### src/rtl/rhc_pkg.sv
// Package for the RGB/HSV converter: stage record, codes and pipeline constants.
`timescale 1ns / 1ps
`default_nettype none
package rhc_pkg;

    localparam int DIV_BITS  = 8;
    localparam int DIV_FIRST = 5;
    localparam int NST       = DIV_FIRST + DIV_BITS + 1;
    // floor(y/60) == (y * RECIP60) >> RECIP_SH for y below 16384
    localparam logic [16:0] RECIP60  = 17'd69906;
    localparam int          RECIP_SH = 22;

    localparam logic OP_RGB2HSV = 1'b0;
    localparam logic OP_HSV2RGB = 1'b1;

    typedef enum logic [1:0] {
        HB_RED,
        HB_GREEN,
        HB_BLUE
    } t_hue_base;

    typedef struct packed {
        logic        op;
        logic [8:0]  a;
        logic [7:0]  b;
        logic [7:0]  c;
        logic        flat;
        logic        neg;
        t_hue_base   base;
        logic [7:0]  mxv;
        logic [15:0] hrem;
        logic [7:0]  hden;
        logic [7:0]  hq;
        logic [15:0] srem;
        logic [7:0]  sden;
        logic [7:0]  sq;
        logic [2:0]  sector;
        logic [5:0]  f;
        logic [15:0] prod;
        logic [7:0]  s;
        logic [13:0] ms;
        logic [13:0] mt;
        logic [7:0]  qd;
        logic [7:0]  td;
        logic [8:0]  ra;
        logic [7:0]  rb;
        logic [7:0]  rc;
    } t_item;

endpackage
`default_nettype wire

### src/rtl/rhc_if.sv
// Valid/ready channel interfaces for the converter input and result streams.
`timescale 1ns / 1ps
`default_nettype none
interface rhc_in_if;
    logic       valid;
    logic       ready;
    logic       opcode;
    logic [8:0] comp_a;
    logic [7:0] comp_b;
    logic [7:0] comp_c;
    modport source (output valid, opcode, comp_a, comp_b, comp_c, input ready);
    modport sink   (input valid, opcode, comp_a, comp_b, comp_c, output ready);
endinterface

interface rhc_out_if;
    logic       valid;
    logic       ready;
    logic [8:0] res_a;
    logic [7:0] res_b;
    logic [7:0] res_c;
    modport source (output valid, res_a, res_b, res_c, input ready);
    modport sink   (input valid, res_a, res_b, res_c, output ready);
endinterface
`default_nettype wire

### src/rtl/rgb_hsv_color_converter.sv
// Throughput: one transaction per cycle unless o_out stalls; each of the 14 stages
// advances when it is empty or its successor advances, so bubbles close up under stall.
// Hue and saturation come from an 8-stage restoring divider, one bit a stage.
// Reset (i_rst_n low, synchronous) clears all stage valid bits; data is not reset.
`timescale 1ns / 1ps
`default_nettype none
module rgb_hsv_color_converter
    import rhc_pkg::*;
(
    input  wire        i_clk,
    input  wire        i_rst_n,
    rhc_in_if.sink     i_in,
    rhc_out_if.source  o_out
);

    t_item            r_pipe [NST];
    t_item            n_pipe [NST];
    logic [NST-1:0]   r_vld;
    logic [NST-1:0]   stage_en;

    always_comb begin
        stage_en[NST-1] = !r_vld[NST-1] || o_out.ready;
        for (int k = NST - 2; k >= 0; k--) begin
            stage_en[k] = !r_vld[k] || stage_en[k+1];
        end
    end

    assign i_in.ready  = stage_en[0];
    assign o_out.valid = r_vld[NST-1];
    assign o_out.res_a = r_pipe[NST-1].ra;
    assign o_out.res_b = r_pipe[NST-1].rb;
    assign o_out.res_c = r_pipe[NST-1].rc;

    always_comb begin
        logic [7:0]        red, mx, mn, chroma, mag, pv, qv, tv;
        logic signed [8:0] diff;
        logic [3:0]        q8;
        logic [16:0]       sum;
        logic [30:0]       wq, wt;
        logic [15:0]       cmp;
        logic signed [10:0] hue;
        int                bitn;

        n_pipe[0]   = '0;
        n_pipe[0].op = i_in.opcode;
        n_pipe[0].a  = i_in.comp_a;
        n_pipe[0].b  = i_in.comp_b;
        n_pipe[0].c  = i_in.comp_c;

        // prep: min/max and dividend setup, or HSV product and sector split
        n_pipe[1] = r_pipe[0];
        red = r_pipe[0].a[7:0];
        mx = red;
        mn = red;
        if (r_pipe[0].b > mx) mx = r_pipe[0].b;
        if (r_pipe[0].c > mx) mx = r_pipe[0].c;
        if (r_pipe[0].b < mn) mn = r_pipe[0].b;
        if (r_pipe[0].c < mn) mn = r_pipe[0].c;
        chroma = mx - mn;
        if (red == mx) begin
            diff = $signed({1'b0, r_pipe[0].b}) - $signed({1'b0, r_pipe[0].c});
            n_pipe[1].base = HB_RED;
        end else if (r_pipe[0].b == mx) begin
            diff = $signed({1'b0, r_pipe[0].c}) - $signed({1'b0, red});
            n_pipe[1].base = HB_GREEN;
        end else begin
            diff = $signed({1'b0, red}) - $signed({1'b0, r_pipe[0].b});
            n_pipe[1].base = HB_BLUE;
        end
        mag = diff[8] ? 8'(-diff) : diff[7:0];
        n_pipe[1].neg  = diff[8];
        n_pipe[1].mxv  = mx;
        n_pipe[1].hrem = 16'(mag) * 16'd60;
        n_pipe[1].hden = chroma;
        n_pipe[1].hq   = '0;
        n_pipe[1].srem = {chroma, 8'd0} - 16'(chroma);
        n_pipe[1].sden = mx;
        n_pipe[1].sq   = '0;
        n_pipe[1].flat = (r_pipe[0].op == OP_HSV2RGB) ? (r_pipe[0].b == 8'd0) : (mx == mn);
        n_pipe[1].prod = 16'(r_pipe[0].c) * 16'(r_pipe[0].b);
        q8 = '0;
        for (int j = 1; j <= 8; j++) begin
            if (r_pipe[0].a >= 9'(60 * j)) q8 = 4'(j);
        end
        n_pipe[1].sector = (q8 > 4'd5) ? 3'd5 : q8[2:0];
        n_pipe[1].f = 6'(r_pipe[0].a - 9'(q8 * 60));

        // s = floor(v*sat/255)
        n_pipe[2] = r_pipe[1];
        sum = 17'(r_pipe[1].prod) + 17'(r_pipe[1].prod[15:8]) + 17'd1;
        n_pipe[2].s = sum[15:8];

        n_pipe[3] = r_pipe[2];
        n_pipe[3].ms = 14'(r_pipe[2].s) * 14'(r_pipe[2].f);
        n_pipe[3].mt = 14'(r_pipe[2].s) * 14'(6'd60 - r_pipe[2].f);

        n_pipe[4] = r_pipe[3];
        wq = 31'(r_pipe[3].ms) * 31'(RECIP60);
        wt = 31'(r_pipe[3].mt) * 31'(RECIP60);
        n_pipe[4].qd = 8'(wq >> RECIP_SH);
        n_pipe[4].td = 8'(wt >> RECIP_SH);

        // divider bit stages; the first also finishes the HSV path
        for (int k = DIV_FIRST; k < DIV_FIRST + DIV_BITS; k++) begin
            n_pipe[k] = r_pipe[k-1];
            bitn = DIV_BITS - 1 - (k - DIV_FIRST);
            cmp = 16'(r_pipe[k-1].hden) << bitn;
            if (r_pipe[k-1].hrem >= cmp) begin
                n_pipe[k].hrem = r_pipe[k-1].hrem - cmp;
                n_pipe[k].hq[bitn] = 1'b1;
            end
            cmp = 16'(r_pipe[k-1].sden) << bitn;
            if (r_pipe[k-1].srem >= cmp) begin
                n_pipe[k].srem = r_pipe[k-1].srem - cmp;
                n_pipe[k].sq[bitn] = 1'b1;
            end
        end
        pv = r_pipe[DIV_FIRST-1].c - r_pipe[DIV_FIRST-1].s;
        qv = r_pipe[DIV_FIRST-1].c - r_pipe[DIV_FIRST-1].qd;
        tv = r_pipe[DIV_FIRST-1].c - r_pipe[DIV_FIRST-1].td;
        if (r_pipe[DIV_FIRST-1].flat) begin
            n_pipe[DIV_FIRST].ra = {1'b0, r_pipe[DIV_FIRST-1].c};
            n_pipe[DIV_FIRST].rb = r_pipe[DIV_FIRST-1].c;
            n_pipe[DIV_FIRST].rc = r_pipe[DIV_FIRST-1].c;
        end else begin
            case (r_pipe[DIV_FIRST-1].sector)
                3'd0: begin
                    n_pipe[DIV_FIRST].ra = {1'b0, r_pipe[DIV_FIRST-1].c};
                    n_pipe[DIV_FIRST].rb = tv;
                    n_pipe[DIV_FIRST].rc = pv;
                end
                3'd1: begin
                    n_pipe[DIV_FIRST].ra = {1'b0, qv};
                    n_pipe[DIV_FIRST].rb = r_pipe[DIV_FIRST-1].c;
                    n_pipe[DIV_FIRST].rc = pv;
                end
                3'd2: begin
                    n_pipe[DIV_FIRST].ra = {1'b0, pv};
                    n_pipe[DIV_FIRST].rb = r_pipe[DIV_FIRST-1].c;
                    n_pipe[DIV_FIRST].rc = tv;
                end
                3'd3: begin
                    n_pipe[DIV_FIRST].ra = {1'b0, pv};
                    n_pipe[DIV_FIRST].rb = qv;
                    n_pipe[DIV_FIRST].rc = r_pipe[DIV_FIRST-1].c;
                end
                3'd4: begin
                    n_pipe[DIV_FIRST].ra = {1'b0, tv};
                    n_pipe[DIV_FIRST].rb = pv;
                    n_pipe[DIV_FIRST].rc = r_pipe[DIV_FIRST-1].c;
                end
                default: begin
                    n_pipe[DIV_FIRST].ra = {1'b0, r_pipe[DIV_FIRST-1].c};
                    n_pipe[DIV_FIRST].rb = pv;
                    n_pipe[DIV_FIRST].rc = qv;
                end
            endcase
        end

        // final: signed hue with sector offset and wrap
        n_pipe[NST-1] = r_pipe[NST-2];
        hue = r_pipe[NST-2].neg ? -$signed({3'b0, r_pipe[NST-2].hq})
                                :  $signed({3'b0, r_pipe[NST-2].hq});
        case (r_pipe[NST-2].base)
            HB_GREEN: hue = hue + 11'sd120;
            HB_BLUE:  hue = hue + 11'sd240;
            default:  hue = hue;
        endcase
        if (hue < 0) hue = hue + 11'sd360;
        if (r_pipe[NST-2].op == OP_RGB2HSV) begin
            n_pipe[NST-1].rc = r_pipe[NST-2].mxv;
            if (r_pipe[NST-2].flat) begin
                n_pipe[NST-1].ra = '0;
                n_pipe[NST-1].rb = '0;
            end else begin
                n_pipe[NST-1].ra = hue[8:0];
                n_pipe[NST-1].rb = r_pipe[NST-2].sq;
            end
        end
    end

    always_ff @(posedge i_clk) begin
        if (!i_rst_n) begin
            r_vld <= '0;
        end else begin
            if (stage_en[0]) r_vld[0] <= i_in.valid;
            for (int k = 1; k < NST; k++) begin
                if (stage_en[k]) r_vld[k] <= r_vld[k-1];
            end
        end
    end

    // advance payload only where the stage moves
    always_ff @(posedge i_clk) begin
        for (int k = 0; k < NST; k++) begin
            if (stage_en[k]) r_pipe[k] <= n_pipe[k];
        end
    end

endmodule
`default_nettype wire
### src/flat_wrapper.sv
// flat-port wrapper written by rule: the top's interface ports become plain ports
module rgb_hsv_color_converter_flat import rhc_pkg::*;
  (i_clk, i_rst_n, i_in_valid, i_in_opcode, i_in_comp_a, i_in_comp_b, i_in_comp_c, i_in_ready, o_out_valid, o_out_res_a, o_out_res_b, o_out_res_c, o_out_ready);
  rhc_in_if i_in_i ();
  rhc_out_if o_out_i ();
  input  wire i_clk;
  input  wire i_rst_n;
  input wire logic [$bits(i_in_i.valid)-1:0] i_in_valid;
  input wire logic [$bits(i_in_i.opcode)-1:0] i_in_opcode;
  input wire logic [$bits(i_in_i.comp_a)-1:0] i_in_comp_a;
  input wire logic [$bits(i_in_i.comp_b)-1:0] i_in_comp_b;
  input wire logic [$bits(i_in_i.comp_c)-1:0] i_in_comp_c;
  output wire logic [$bits(i_in_i.ready)-1:0] i_in_ready;
  output wire logic [$bits(o_out_i.valid)-1:0] o_out_valid;
  output wire logic [$bits(o_out_i.res_a)-1:0] o_out_res_a;
  output wire logic [$bits(o_out_i.res_b)-1:0] o_out_res_b;
  output wire logic [$bits(o_out_i.res_c)-1:0] o_out_res_c;
  input wire logic [$bits(o_out_i.ready)-1:0] o_out_ready;
  assign i_in_i.valid = i_in_valid;
  assign i_in_i.opcode = i_in_opcode;
  assign i_in_i.comp_a = i_in_comp_a;
  assign i_in_i.comp_b = i_in_comp_b;
  assign i_in_i.comp_c = i_in_comp_c;
  assign i_in_ready = i_in_i.ready;
  assign o_out_valid = o_out_i.valid;
  assign o_out_res_a = o_out_i.res_a;
  assign o_out_res_b = o_out_i.res_b;
  assign o_out_res_c = o_out_i.res_c;
  assign o_out_i.ready = o_out_ready;
  rgb_hsv_color_converter u_core (.i_clk(i_clk), .i_rst_n(i_rst_n), .i_in(i_in_i), .o_out(o_out_i));
endmodule
### config.mk
export PLATFORM = sky130hd
export DESIGN_NAME = rgb_hsv_color_converter_flat
export DESIGN_NICKNAME = d
export VERILOG_FILES = /design/src/rtl/rhc_pkg.sv /design/src/rtl/rhc_if.sv /design/src/rtl/rgb_hsv_color_converter.sv /design/src/flat_wrapper.sv
export SDC_FILE = /design/constraint.sdc
export NUM_CORES = 2
export LEC_CHECK = 0
export BUFFER_PORTS_ARGS = -buffer_cell sky130_fd_sc_hd__buf_2
export CORE_ASPECT_RATIO = 0.5
export CORE_MARGIN = 3
export CORE_UTILIZATION = 55
export CTS_BUF_LIST = sky130_fd_sc_hd__clkbuf_8
export CTS_CLUSTER_SIZE = 24
export DETAILED_ROUTE_END_ITERATION = 10
export GPL_ROUTABILITY_DRIVEN = 0
export HOLD_SLACK_MARGIN = 0.03
export PLACE_DENSITY = 0.79
export SKIP_LAST_GASP = 1
export SLEW_MARGIN = 30
export SYNTH_ARGS = -nofsm -noshare
export SYNTH_HDL_FRONTEND = slang
export SYNTH_SLANG_ARGS = --single-unit
### constraint.sdc
create_clock -name i_clk -period 11.3 [get_ports i_clk]
set_clock_uncertainty 0.05 [all_clocks]
set_input_delay 1.695 -clock i_clk [delete_from_list [all_inputs] [get_ports i_clk]]
set_output_delay 1.695 -clock i_clk [all_outputs]
set_load 0.03 [all_outputs]
==> flow_metrics.py <==
metrics = {
    "status": {
        "outcome": "finished, final reports clean",
    },
    "yosys": {
        "synth_largest_area_cell": "edfxtp_1",
        "synth_seq_cells": 1024,
        "synthSimpleGateAreaFrac": 0.0789,
        "synthMuxAreaShare": 0.00899,
        "netlist_top_cells_count": "edfxtp_1 (1010), inv_1 (559), ha_1 (476)",
        "ys_top_cells_by_area": "edfxtp_1 (56%), ha_1 (11%), fa_1 (6.3%)",
        "synth.most_common_cell": "edfxtp_1",
        "synth_xor_area_frac": 0.0446,
        "synth_edf_count": 1010,
        "synth_seq_area_share": 0.566,
        "async_flop_share": 0,
        "netlist_instances": 4242,
        "ys.flop_type": "edfxtp_1",
        "synth_top_area_share": 0.560,
        "synthAdderAreaFrac": 0.174,
        "yosysWarnings": 0,
        "avgSynthCellArea_um2": 12.8,
        "syn_area_mm2": 0.0541,
        "synth_compound_area_frac": 0.0822,
        "synth_top_family_by_area": "adder cells",
        "synth_cell_types": 88,
        "synth_fp_nets": 4919,
    },
    "final_layout": {
        "final_core_util": 0.610,
        "drive_above_1_share": 0.0746,
        "finalNetCount": 5050,
        "areaGrowthSynthToFinish_pct": 8.61,
        "fin_cells": 5797,
        "final_area_mm2": 0.0588,
        "n_fill_cell": 6983,
    },
    "cts": {
        "cts_root_buf": "clkbuf_8",
        "cts_setup_buffers": 0,
        "hold_buffers": 0,
        "cts_resized": 0,
        "insertion_delay_ns": 0.81,
        "cts_tree": "yes",
        "htreeDepth": 4,
        "cts-buffers-inserted": 143,
        "cts_sinks": 1024,
        "clk_pin_slew_worst_paths_ns": 0.07,
        "cts_buffer_depth": 3,
    },
    "route": {
        "drc": 0,
        "vias_per_cell": 5.52,
        "finalWirelength_um": 105000,
        "first_pass_iters": 6,
        "wire_per_inst_um": 18.1,
        "antenna_left": 0,
        "drt_iter0_markers": 2417,
        "num_vias": 31975,
    },
    "grt": {
        "grt_pass1_wl_um": 169000,
        "grt_use_total": 0.205,
        "global_route.usage.met2": 0.336,
        "grt_pass1_vias": 32792,
        "grt_overflow": 0,
        "met3_usage": 0.0389,
        "met1_usage": 0.268,
        "antenna_found_initial": 7,
        "grt_max_degree": 83,
        "grt.busiest_layer": "met2",
    },
    "sta": {
        "min_period_over_period": 0.822,
        "hold_viol": 0,
        "fmax_ghz": 0.108,
        "slew_headroom": 0.380,
        "finalSetupViolCount": 0,
        "rsz0062_at_grt": "false",
        "worst_pin_slew_ns": 0.929,
        "fin_crit_ns": 9.29,
        "slew_viol_final": 0,
        "final.setup.tns_ns": 0,
    },
    "critical_path": {
        "slowest_delay_ns": 0.66,
        "end_kind": "flop",
        "startpoint_type": "flop",
        "crit_slowest_cell": "o22a_1",
        "cp.required_ns": 11.79,
        "crit_type": "flop to flop",
        "cp.arrival_ns": 9.78,
        "crit_fanout": 18,
    },
    "floorplanning": {
        "core-area_mm2": 0.0964,
        "num_io_pins": 57,
        "rows": 80,
        "die_w_um": 450,
        "dieArea_mm2": 0.102,
        "start_util": 0.561,
        "die_h_um": 228,
    },
    "placement": {
        "place_inst": 5539,
        "hpwl_um": 77800,
        "placed_cell_area_mm2": 0.0559,
        "portBuffers": 56,
    },
    "run": {
        "maxCapViolCount": 0,
    },
    "hold_path": {
        "hp-class": "flop to flop",
    },
}
worst max-delay path: cells and delay by family (launching register included):
| kind | cells | cell delay [ns] |
|---|---|---|
| XOR/XNOR | 3 | 0.62 |
| AND/OR/NAND/NOR | 7 | 1.35 |
| AO/OA/AOI/OAI | 14 | 3.40 |
| multiplexers | 1 | 0.40 |
| flip-flops | 1 | 0.60 |
| adder cells (fa/ha/maj) | 6 | 2.09 |
| buffers and inverters | 3 | 0.47 |
per-stage QoR:
stage / setup WS [ns] / hold slack (ns)
6_report: 2.01 / 0.348
5_1_grt: 1.36 / 0.348
4_1_cts: 1.93 / 0.329
3_5_place_dp: 1.98 / 0.355
3_3_place_gp: 2.39 / 0.351
2_1_floorplan: 3.46 / 0.350
registers in the layout, summed over array words and instances (netlist names):
register and cells:
u_core.r_pipe 1010, u_core.r_vld 14
area by class of cell:
| cell class | instances | area (um2) | area share |
|---|---|---|---|
| Tap cell | 1312 | 1640 | 0.0279 |
| Sequential cell | 1024 | 30600 | 0.521 |
| Multi-Input combinational cell | 2562 | 21100 | 0.359 |
| Antenna cell | 7 | 17.5 | 0.000298 |
| Timing Repair Buffer | 81 | 515 | 0.00877 |
| Inverter | 561 | 2110 | 0.0358 |
| Clock inverter | 103 | 791 | 0.0135 |
| Clock buffer | 147 | 2020 | 0.0344 |
kinds of logic (layout without fill, tap and decap cells):
kind of cell    Yosys count  in the layout
simple gates            887            887
fa+ha+maj               649            649
buf+inv                 656            892
xor+xnor                267            267
compound gates          714            714
mux                      45             45
other cells               0              7
flops                  1024           1024
per-layer routing:
metal	wire length (um)	part of all wire	vias up
met5	9	0.000086	-
met4	4250	0.040	2
met3	6130	0.058	303
met2	49800	0.48	1041
met1	44700	0.43	15402
li1	-	-	15227
cells in the final DEF, fill, tap and decap left out, drive strengths merged, types with 27 or more instances in the layout:
| cell type | count |
|---|---|
| nand2 | 251 |
| xnor2 | 176 |
| nand2b | 67 |
| clkbuf | 147 |
| nor2b | 55 |
| buf | 81 |
| clkinv | 45 |
| nand4 | 28 |
| a21o | 74 |
| edfxtp | 1010 |
| nor2 | 258 |
| inv | 603 |
| o21bai | 30 |
| a21oi | 266 |
| fa | 171 |
| o21a | 27 |
| ha | 476 |
| nand3 | 37 |
| nor3 | 42 |
| o21ai | 152 |
| and2 | 59 |
| xor2 | 90 |
path summary, 6_finish.rpt:
kind	start	to	slack (ns)	depth (start not counted)
worst max-delay path	u_core.r_pipe[0][187]	u_core.r_pipe[1][163]	2.01	34
worst min-delay path	u_core.r_pipe[5][15]	u_core.r_pipe[6][15]	0.35	0
worst max register to register	u_core.r_pipe[0][187]	u_core.r_pipe[1][163]	2.01	34
worst min register to register	u_core.r_pipe[5][15]	u_core.r_pipe[6][15]	0.35	0
Power is not shown: default switching activity piles up to over one toggle a cycle in this logic, so the estimate is an artifact.
